===== src/hdl/spq_pkg.sv =====
// shared types and constants of the sorted priority queue
package spq_pkg;

  localparam int unsigned DEPTH_DEF = 16;
  localparam int unsigned PRIO_W    = 8;
  localparam int unsigned CHAR_W    = 8;
  localparam int unsigned ERR_W     = 2;

  // opcode values carried in the input tuser bit
  localparam logic OP_ENQ = 1'b0;
  localparam logic OP_DEQ = 1'b1;

  typedef enum logic [ERR_W-1:0] {
    ERR_OK    = 2'd0,
    ERR_FULL  = 2'd1,
    ERR_EMPTY = 2'd2
  } err_e;

  typedef struct packed {
    logic [PRIO_W-1:0] prio;
    logic [CHAR_W-1:0] chr;
  } entry_t;

  // command broadcast to every cell
  typedef struct packed {
    logic   enq;
    logic   deq;
    entry_t ent;
  } cmd_t;

endpackage


===== src/hdl/spq_cell.sv =====
// one slot of the sorted row: compare, hold, take from left or right neighbor
module spq_cell (
  input  logic            clk_i,
  input  spq_pkg::cmd_t   cmd_i,
  input  logic            occupied_i,
  input  logic            tail_i,
  input  logic            left_gt_i,
  input  spq_pkg::entry_t left_entry_i,
  input  spq_pkg::entry_t right_entry_i,
  output logic            gt_o,
  output spq_pkg::entry_t entry_o
);

  spq_pkg::entry_t entry_q, entry_d;

  // held entry leaves after the new one
  assign gt_o = occupied_i && (entry_q.prio > cmd_i.ent.prio);

  always_comb begin
    entry_d = entry_q;
    if (cmd_i.enq) begin
      if (left_gt_i) begin
        entry_d = left_entry_i;
      end else if (gt_o || tail_i) begin
        entry_d = cmd_i.ent;
      end
    end else if (cmd_i.deq) begin
      entry_d = right_entry_i;
    end
  end

  always_ff @(posedge clk_i) begin
    entry_q <= entry_d;
  end

  assign entry_o = entry_q;

endmodule


===== src/hdl/sorted_priority_queue.sv =====
// sorted priority queue built as a row of compare-and-shift cells
// latency: a word accepted at one edge has its result in the output register after that edge
// throughput: one word per cycle unless output stalls; every cell compares and shifts in the
// same cycle; the output register is refilled while the result is being taken, so no bubble
// reset: rst_ni low clears the entry count and the output valid; slot contents are not reset
module sorted_priority_queue #(
  parameter int unsigned DEPTH = spq_pkg::DEPTH_DEF,
  localparam int unsigned CNT_W = $clog2(DEPTH + 1),
  localparam int unsigned OUT_USED_W = spq_pkg::PRIO_W + spq_pkg::CHAR_W + CNT_W + 2,
  localparam int unsigned OUT_DATA_W = ((OUT_USED_W + 7) / 8) * 8
) (
  input  logic                  clk_i,
  input  logic                  rst_ni,
  // slave side
  input  logic                  s_axis_tvalid,
  output logic                  s_axis_tready,
  input  logic [15:0]           s_axis_tdata,   // in_prio [7:0], in_char [15:8]
  input  logic [0:0]            s_axis_tuser,   // opcode [0]
  // master side
  output logic                  m_axis_tvalid,
  input  logic                  m_axis_tready,
  output logic [OUT_DATA_W-1:0] m_axis_tdata,   // out_prio, out_char, occupancy, is_empty,
                                                // is_full, zero fill (lowest first)
  output logic [2:0]            m_axis_tuser    // out_valid [0], error_code [2:1]
);

  // entry count and the row of cells
  logic [CNT_W-1:0] count_q, count_d;
  spq_pkg::cmd_t    cmd;
  spq_pkg::entry_t  cell_entry [DEPTH];
  logic [DEPTH-1:0] cell_gt;

  // output register
  logic                       out_vld_q;
  logic [OUT_USED_W-1:0]      out_data_q, out_data_d;
  logic [2:0]                 out_user_q, out_user_d;

  logic accept;
  logic is_enq, is_deq;
  logic full, empty;
  spq_pkg::err_e err;

  // take a new word whenever the result slot is free or being drained
  assign s_axis_tready = !out_vld_q || m_axis_tready;
  assign accept        = s_axis_tvalid && s_axis_tready;

  assign full   = (count_q == CNT_W'(DEPTH));
  assign empty  = (count_q == '0);
  assign is_enq = accept && (s_axis_tuser[0] == spq_pkg::OP_ENQ);
  assign is_deq = accept && (s_axis_tuser[0] == spq_pkg::OP_DEQ);

  // rejected commands leave the row untouched
  assign cmd.enq      = is_enq && !full;
  assign cmd.deq      = is_deq && !empty;
  assign cmd.ent.prio = s_axis_tdata[7:0];
  assign cmd.ent.chr  = s_axis_tdata[15:8];

  always_comb begin
    count_d = count_q;
    if (cmd.enq) begin
      count_d = count_q + CNT_W'(1);
    end else if (cmd.deq) begin
      count_d = count_q - CNT_W'(1);
    end
  end

  always_comb begin
    err = spq_pkg::ERR_OK;
    if (is_enq && full) begin
      err = spq_pkg::ERR_FULL;
    end else if (is_deq && empty) begin
      err = spq_pkg::ERR_EMPTY;
    end
  end

  // row of cells; cell 0 is the front
  for (genvar i = 0; i < DEPTH; i++) begin : g_cell
    logic            left_gt;
    spq_pkg::entry_t left_entry, right_entry;

    if (i == 0) begin : g_first
      assign left_gt    = 1'b0;
      assign left_entry = cmd.ent;
    end else begin : g_mid
      assign left_gt    = cell_gt[i-1];
      assign left_entry = cell_entry[i-1];
    end

    if (i == DEPTH - 1) begin : g_last
      assign right_entry = cell_entry[i];
    end else begin : g_inner
      assign right_entry = cell_entry[i+1];
    end

    spq_cell u_cell (
      .clk_i         (clk_i),
      .cmd_i         (cmd),
      .occupied_i    (CNT_W'(i) < count_q),
      .tail_i        (CNT_W'(i) == count_q),
      .left_gt_i     (left_gt),
      .left_entry_i  (left_entry),
      .right_entry_i (right_entry),
      .gt_o          (cell_gt[i]),
      .entry_o       (cell_entry[i])
    );
  end

  // result word: front entry on a good dequeue, zero entry otherwise, then new count and flags
  always_comb begin
    spq_pkg::entry_t front;
    front = cmd.deq ? cell_entry[0] : '0;
    out_data_d = {(count_d == CNT_W'(DEPTH)), (count_d == '0), count_d, front.chr, front.prio};
    out_user_d = {err, cmd.deq};
  end

  always_ff @(posedge clk_i or negedge rst_ni) begin
    if (!rst_ni) begin
      count_q   <= '0;
      out_vld_q <= 1'b0;
    end else begin
      count_q <= count_d;
      if (accept) begin
        out_vld_q <= 1'b1;
      end else if (m_axis_tready) begin
        out_vld_q <= 1'b0;
      end
    end
  end

  always_ff @(posedge clk_i) begin
    if (accept) begin
      out_data_q <= out_data_d;
      out_user_q <= out_user_d;
    end
  end

  assign m_axis_tvalid = out_vld_q;
  assign m_axis_tdata  = OUT_DATA_W'(out_data_q);
  assign m_axis_tuser  = out_user_q;

endmodule


===== config.mk =====
export PLATFORM = sky130hd
export DESIGN_NAME = sorted_priority_queue
export DESIGN_NICKNAME = d
export VERILOG_FILES = /design/src/hdl/spq_pkg.sv /design/src/hdl/spq_cell.sv /design/src/hdl/sorted_priority_queue.sv
export SDC_FILE = /design/constraint.sdc
export NUM_CORES = 1
export LEC_CHECK = 0
export BUFFER_PORTS_ARGS = -buffer_cell sky130_fd_sc_hd__buf_4
export CORE_ASPECT_RATIO = 1.4
export CORE_UTILIZATION = 40
export DETAILED_ROUTE_END_ITERATION = 8
export GPL_ROUTABILITY_DRIVEN = 0
export PLACE_DENSITY = 0.61
export SLEW_MARGIN = 20
export SYNTH_ARGS = -nofsm -noshare
export SYNTH_HDL_FRONTEND = slang
export SYNTH_SLANG_ARGS = --single-unit

===== constraint.sdc =====
create_clock -name clk_i -period 4 [get_ports clk_i]
set_input_delay 0.6 -clock clk_i [delete_from_list [all_inputs] [get_ports clk_i]]
set_output_delay 0.6 -clock clk_i [all_outputs]
set_load 0.005 [all_outputs]

* Yosys cells after proc, flatten, opt, wreduce, memory -nomap -nowiden
Index checks and enable logic that the tools add are counted. W data, S select, Z words.
Storage, ports and cells: register bits 288, bits in latches 0, memory bits (writable) 0, bits in read-only memories 0, input bits 21, logic and storage cells 235, memories 0
Cells by class: add/sub/neg operators 2, multipliers 0, div/mod/pow operators 0, magnitude comparators 32, equal/unequal tests 32, shift operators 0, muxes and demuxes 66, bitwise gates (word level) 1, reductions and logical operators 64
Operators by type and width (number):
- $mux W16 | 61
- $gt A8 B8 Y1 | 16
- $ne A3 B1 Y1 const B | 14
- $eq A4 B5 Y1 const A | 8
- $lt A4 B5 Y1 const A | 8
- $reduce_and A2 Y1 | 16
- $logic_and A1 B1 Y1 | 23
- $eq A3 B5 Y1 const A | 4
- $lt A3 B5 Y1 const A | 4
- $logic_or A1 B1 Y1 | 17
- $eq A2 B5 Y1 const A | 2
- $eq A5 B5 Y1 const B | 2
- $logic_not A5 Y1 | 2
- $lt A1 B5 Y1 const A | 2
- $lt A2 B5 Y1 const A | 2
- $mux W5 | 2
- $reduce_bool A2 Y1 | 3
- $add A5 B1 Y5 const B | 1
- $eq A1 B5 Y1 const A | 1
- $sub A5 B1 Y5 const B | 1
- $logic_not A1 Y1 | 3
- $mux W1 | 2
- $mux W2 | 1
- $ne A2 B1 Y1 const B | 1
- $not A1 Y1 | 1

* Depth between registers and ports, before layout
depth in word-level cells 8, gate-level depth with buffers 10, mapped depth without buffers 7

* Hierarchy
A second synthesis with hierarchy kept.
Second synthesis, totals: cell total of the unflattened synthesis 1820, area, all modules 18813.0 µm²
By module, submodules not included:
- spq_cell | instances 16, cells each 104, area each 1068.5 µm², seq. area each 480.5 µm²
- sorted_priority_queue | instances 1, cells each 156, area each 1716.6 µm², seq. area each 930.9 µm²

* Worst setup path before layout
OpenSTA, ideal clock, no wires.
path type in2reg, start point input s_axis_tvalid, end point register g_cell[15].u_cell.entry_q (netlist bit g_cell[15].u_cell.entry_o[0]) (enable), setup time 395 ps, data arrival time 3323 ps, data required time 3605 ps, slack 282 ps, stages on the path 7, cells stage by stage inv_1 nor2_2 nand3_1 buf_2 buf_2 a211o_1 o22ai_1
Between the ends: cells in the longest elaborated chain, start to end 4
RTL lines:
- start: declaration | line sorted_priority_queue.sv:15 | input logic s_axis_tvalid,
- $logic_and A1 B1 Y1 | line sorted_priority_queue.sv:45 | assign accept = s_axis_tvalid && s_axis_tready;
- via accept | line sorted_priority_queue.sv:38 | logic accept;
- $logic_and A1 B1 Y1 | line sorted_priority_queue.sv:49 | assign is_enq = accept && (s_axis_tuser[0] == spq_pkg::OP_ENQ);
- $logic_and A1 B1 Y1 | line sorted_priority_queue.sv:53 | assign cmd.enq = is_enq && !full;
- $reduce_and A2 Y1 (no source line)
- end signal: assignment | line spq_cell.sv:33 | entry_q <= entry_d;
- end: declaration | line spq_cell.sv:14 | spq_pkg::entry_t entry_q, entry_d;
The timed path passes the listed nets, and every way through them passes these cells. A chain may end at the register's enable or synchronous reset.

* Worst setup path in the final report
start point register count_q[1], end point register g_cell[14].u_cell.entry_q (netlist bit g_cell[14].u_cell.entry_o[9]) (enable)
Between the ends: cells in the longest elaborated chain, start to end 5, elaborated cells on any way between the ends 15
RTL lines:
- start: declaration | line sorted_priority_queue.sv:28 | logic [CNT_W-1:0] count_q, count_d;
- start signal: assignment | line sorted_priority_queue.sv:121 | count_q <= count_d;
- $lt A4 B5 Y1, or another cell as far along | line sorted_priority_queue.sv:98 | .occupied_i (CNT_W'(i) < count_q),
- $logic_and A1 B1 Y1, or another cell as far along | line spq_cell.sv:17 | assign gt_o = occupied_i && (entry_q.prio > cmd_i.ent.prio);
- $logic_or A1 B1 Y1, or another cell as far along | line spq_cell.sv:24 | end else if (gt_o || tail_i) begin
- $ne A3 B1 Y1 (no source line) / $reduce_bool A2 Y1 (equally long branches)
- $reduce_and A2 Y1 (no source line) *
- end signal: assignment | line spq_cell.sv:33
- end: declaration | line spq_cell.sv:14
Every way passes the cells marked *; elsewhere a longest branch is shown, timed or not.

==> results.py <==
metrics = {
    "synthesis": {
        "synth_area_leaders": "edfxtp_1, ha_1, o211ai_1",
        "yosysWarnings": 0,
        "ys_ff_latch": 288,
        "synth_nets": 1885,
        "synth_top_area_cell": "edfxtp_1",
        "synth_common_cells": "edfxtp_1, nand2_1, o211ai_1, o2111ai_1, ha_1",
        "synthCells": 1731,
        "synth_cell_type_count": 69,
        "synth_edf_count": 282,
        "ys_seq_area_share_pct": 47.1,
        "ys_async_sr_fraction_pct": 2.08,
        "yosysMostFrequentCell": "edfxtp_1",
        "synth_area_per_cell_um2": 10.6,
        "synth_top_flop_cell": "edfxtp_1",
        "synth_top_area_share_pct": 46.2,
        "syn_area_um2": 18300,
    },
    "global_route": {
        "grt_pass1_vias": 15500,
        "antenna_found_initial": 0,
        "grt_pass1_wl_um": 96100,
        "grt_overflow_total": 0,
        "grt_max_degree": 98,
        "gr-usage-all-layers_pct": 27.2,
        "use_met3_pct": 2.68,
        "grt_util_met1_pct": 34.3,
        "busiest_layer": "met2",
        "grt.met2_usage_pct": 45.7,
    },
    "clock_network": {
        "clk_pin_slew_worst_paths_ns": 0.06,
        "cts_resized": 0,
        "htree_levels": 1,
        "cts_tree": "done",
        "clk_latency_ns": 0.59,
        "numCtsBuffers": 30,
        "clockBufferDepth": 3,
        "clock_sinks": 288,
        "postCtsSetupBuffers": 0,
        "cts_root_buffer": "clkbuf_16",
    },
    "route": {
        "routed_via_density": 6.61,
        "drcViolationCount": 0,
        "vias": 15900,
        "wirelength_um": 63900,
        "wl_per_cell_um": 26.5,
        "firstDrtPassIters": 5,
        "ant_nets": 0,
        "drtIter0Drc": 1763,
    },
    "final_layout": {
        "drive_gt1_share_pct": 14.4,
        "stdcell_count": 2408,
        "num-nets-final": 1927,
        "fillers": 4188,
        "n_antenna_cell": 0,
        "area_growth_pct": 13.0,
    },
    "die": {
        "start_util_pct": 40.6,
        "dieArea_um2": 46700,
        "io_pins": 50,
        "rows": 92,
        "die_h_um": 255,
        "coreArea_um2": 45100,
        "die-width_um": 183,
    },
    "timing": {
        "rsz0062_at_grt": "false",
        "slew-limit-headroom_pct": 33.7,
        "setup_tns_ns": 0,
        "skew_ns": 0.0120,
        "layout_setup_ws_ns": 0.484,
        "worstMarginPinSlew_ns": 0.995,
        "maxSlewViolCount": 0,
        "setup_violations": 0,
        "hold_viol_final": 0,
        "fin_crit_sh_pct": 87.9,
        "clock.fmax_ghz": 0.284,
        "fin_crit_ns": 3.52,
    },
    "worst_setup_path": {
        "r2r_cells": 7,
        "arrival_ns": 3.84,
        "rrSetupSlack_ns": 0.48,
        "worstSetupEndpointType": "register",
        "crit_type": "reg -> reg",
        "regToRegEndpoint": "g_cell[14].u_cell.entry_o[9]$_DFFE_PP_",
        "required_ns": 4.33,
        "critPathLaunchType": "register",
        "cp-startpoint": "count_q[1]$_DFF_PN0_",
        "regToRegStartpoint": "count_q[1]$_DFF_PN0_",
        "cp_max_fo": 97,
    },
    "min_path": {
        "holdPathStages": 2,
        "hp-start": "s_axis_tdata[4]",
        "worstHoldEndpoint": "g_cell[15].u_cell.entry_o[12]$_DFFE_PP_",
        "hp-class": "in -> reg",
    },
    "placed_design": {
        "pre_cts_ws_ns": 0.565,
        "hpwl_um": 46100,
        "place_inst": 2351,
        "port_buffers": 48,
    },
    "power_and_ir_drop": {
        "leakagePower_nw": 7.32,
        "total_power_mw": 11.5,
        "vdd_drop_max_mv": 0.351,
        "powerDensity_nw_per_um2": 554,
    },
    "run_status": {
        "status": "complete, no violations",
    },
    "run": {
        "maxCapViolations": 0,
    },
}
==> state kept, by name, summed over array words and instances, names as in the netlist <==
register               cells
m_axis_tuser               3
m_axis_tvalid              1
g_cell.u_cell.entry_o    256
out_data_q                23
count_q                    5
==> worst max path at each step <==
stage / cells past startpoint / end / slack, ns
floorplan: 7 / g_cell[15].u_cell.entry_o[0]$_DFFE_PP_ / 0.28
global placement: 7 / g_cell[14].u_cell.entry_o[9]$_DFFE_PP_ / 0.61
detailed placement: 9 / g_cell[7].u_cell.entry_o[8]$_DFFE_PP_ / 0.56
CTS: 7 / g_cell[14].u_cell.entry_o[9]$_DFFE_PP_ / 0.58
global route: 7 / g_cell[13].u_cell.entry_o[1]$_DFFE_PP_ / 0.38
finish: 7 / g_cell[14].u_cell.entry_o[9]$_DFFE_PP_ / 0.48
==> placed cells by master (no fill, tap or decap), types with 8 or more instances in the layout <==
| master | Yosys | layout |
|---|---|---|
| nand4_1 | 22 | 22 |
| a21oi_1 | 40 | 40 |
| a31oi_1 | 74 | 74 |
| ha_1 | 133 | 133 |
| and2_1 | 18 | 18 |
| o21ai_0 | 80 | 80 |
| nand2_1 | 212 | 212 |
| nor2b_1 | 17 | 17 |
| edfxtp_1 | 282 | 282 |
| o2111ai_1 | 145 | 145 |
| and3b_1 | 9 | 9 |
| and4_1 | 13 | 13 |
| o221ai_1 | 20 | 20 |
| inv_1 | 38 | 38 |
| buf_12 | 0 | 8 |
| a211oi_1 | 11 | 11 |
| clkinv_2 | 0 | 10 |
| nor2_1 | 97 | 95 |
| nand3_1 | 41 | 40 |
| o211ai_1 | 199 | 199 |
| clkbuf_16 | 0 | 31 |
| or4_1 | 16 | 16 |
| buf_4 | 6 | 141 |
| mux2_2 | 16 | 16 |
| o21ai_1 | 10 | 10 |
==> area by class of cell <==
cell class,count,area [um^2],area share [%]
clock inverters,22,181,0.877
repair buffers,150,1230,5.94
inverters,38,143,0.689
flip-flops and latches,288,8620,41.7
multi-input cells,1265,8940,43.2
well taps,611,764,3.70
clock buffers,34,807,3.90
==> power by group <==
group | internal, mW | total [mW] | leakage (nW) | switching, mW
sequential | 4.16 | 4.69 | 2.74 | 0.527
clock | 1.58 | 2.86 | 0.481 | 1.28
combinational | 1.34 | 3.92 | 4.10 | 2.59
==> metrics by stage <==
step	area [um^2]	hold slack, ns	util, %
6_report	20700	0.349	45.8
5_1_grt	20700	0.354	45.8
4_1_cts	20700	0.329	45.8
3_5_place_dp	19700	0.415	43.6
3_3_place_gp	19700	0.413	43.6
2_1_floorplan	18300	0.304	-
==> layer usage <==
layer  up-vias  wire (um)
li1       7108          -
met1      7719      24900
met2       901      30400
met3       177       4940
met4         0       3730
met5         -          0
==> cells by family (layout without fill, tap and decap cells) <==
| group | Yosys count | count (layout) | synth area share, % |
|---|---|---|---|
| AOI/OAI and AO/OA | 641 | 641 | 26.1 |
| and+or+nand+nor | 470 | 470 | 12.2 |
| adders and majority gates | 133 | 133 | 9.09 |
| muxes | 17 | 17 | 1.04 |
| DFF | 288 | 288 | 47.1 |
| buffers and inverters | 178 | 244 | 4.33 |
| xor gates and xnor gates | 3 | 3 | 0.144 |
| other | 1 | 1 | 0.0205 |
==> critical path, stage by stage (launching register included) <==
cell	delay, ns
dfrtp_1	0.65
inv_1	0.17
ha_1	0.36
and4bb_2	0.33
nor2_4	0.36
buf_4	0.84
a41oi_1	0.22
buf_4	0.27
==> timing repair <==
item                                   in CTS  in global routing
endpoints found under the hold margin       6                  0
setup endpoints to repair                   0                  0
hold buffers                                1                  0
No activity file was read; power rests on OpenSTA's default activity.
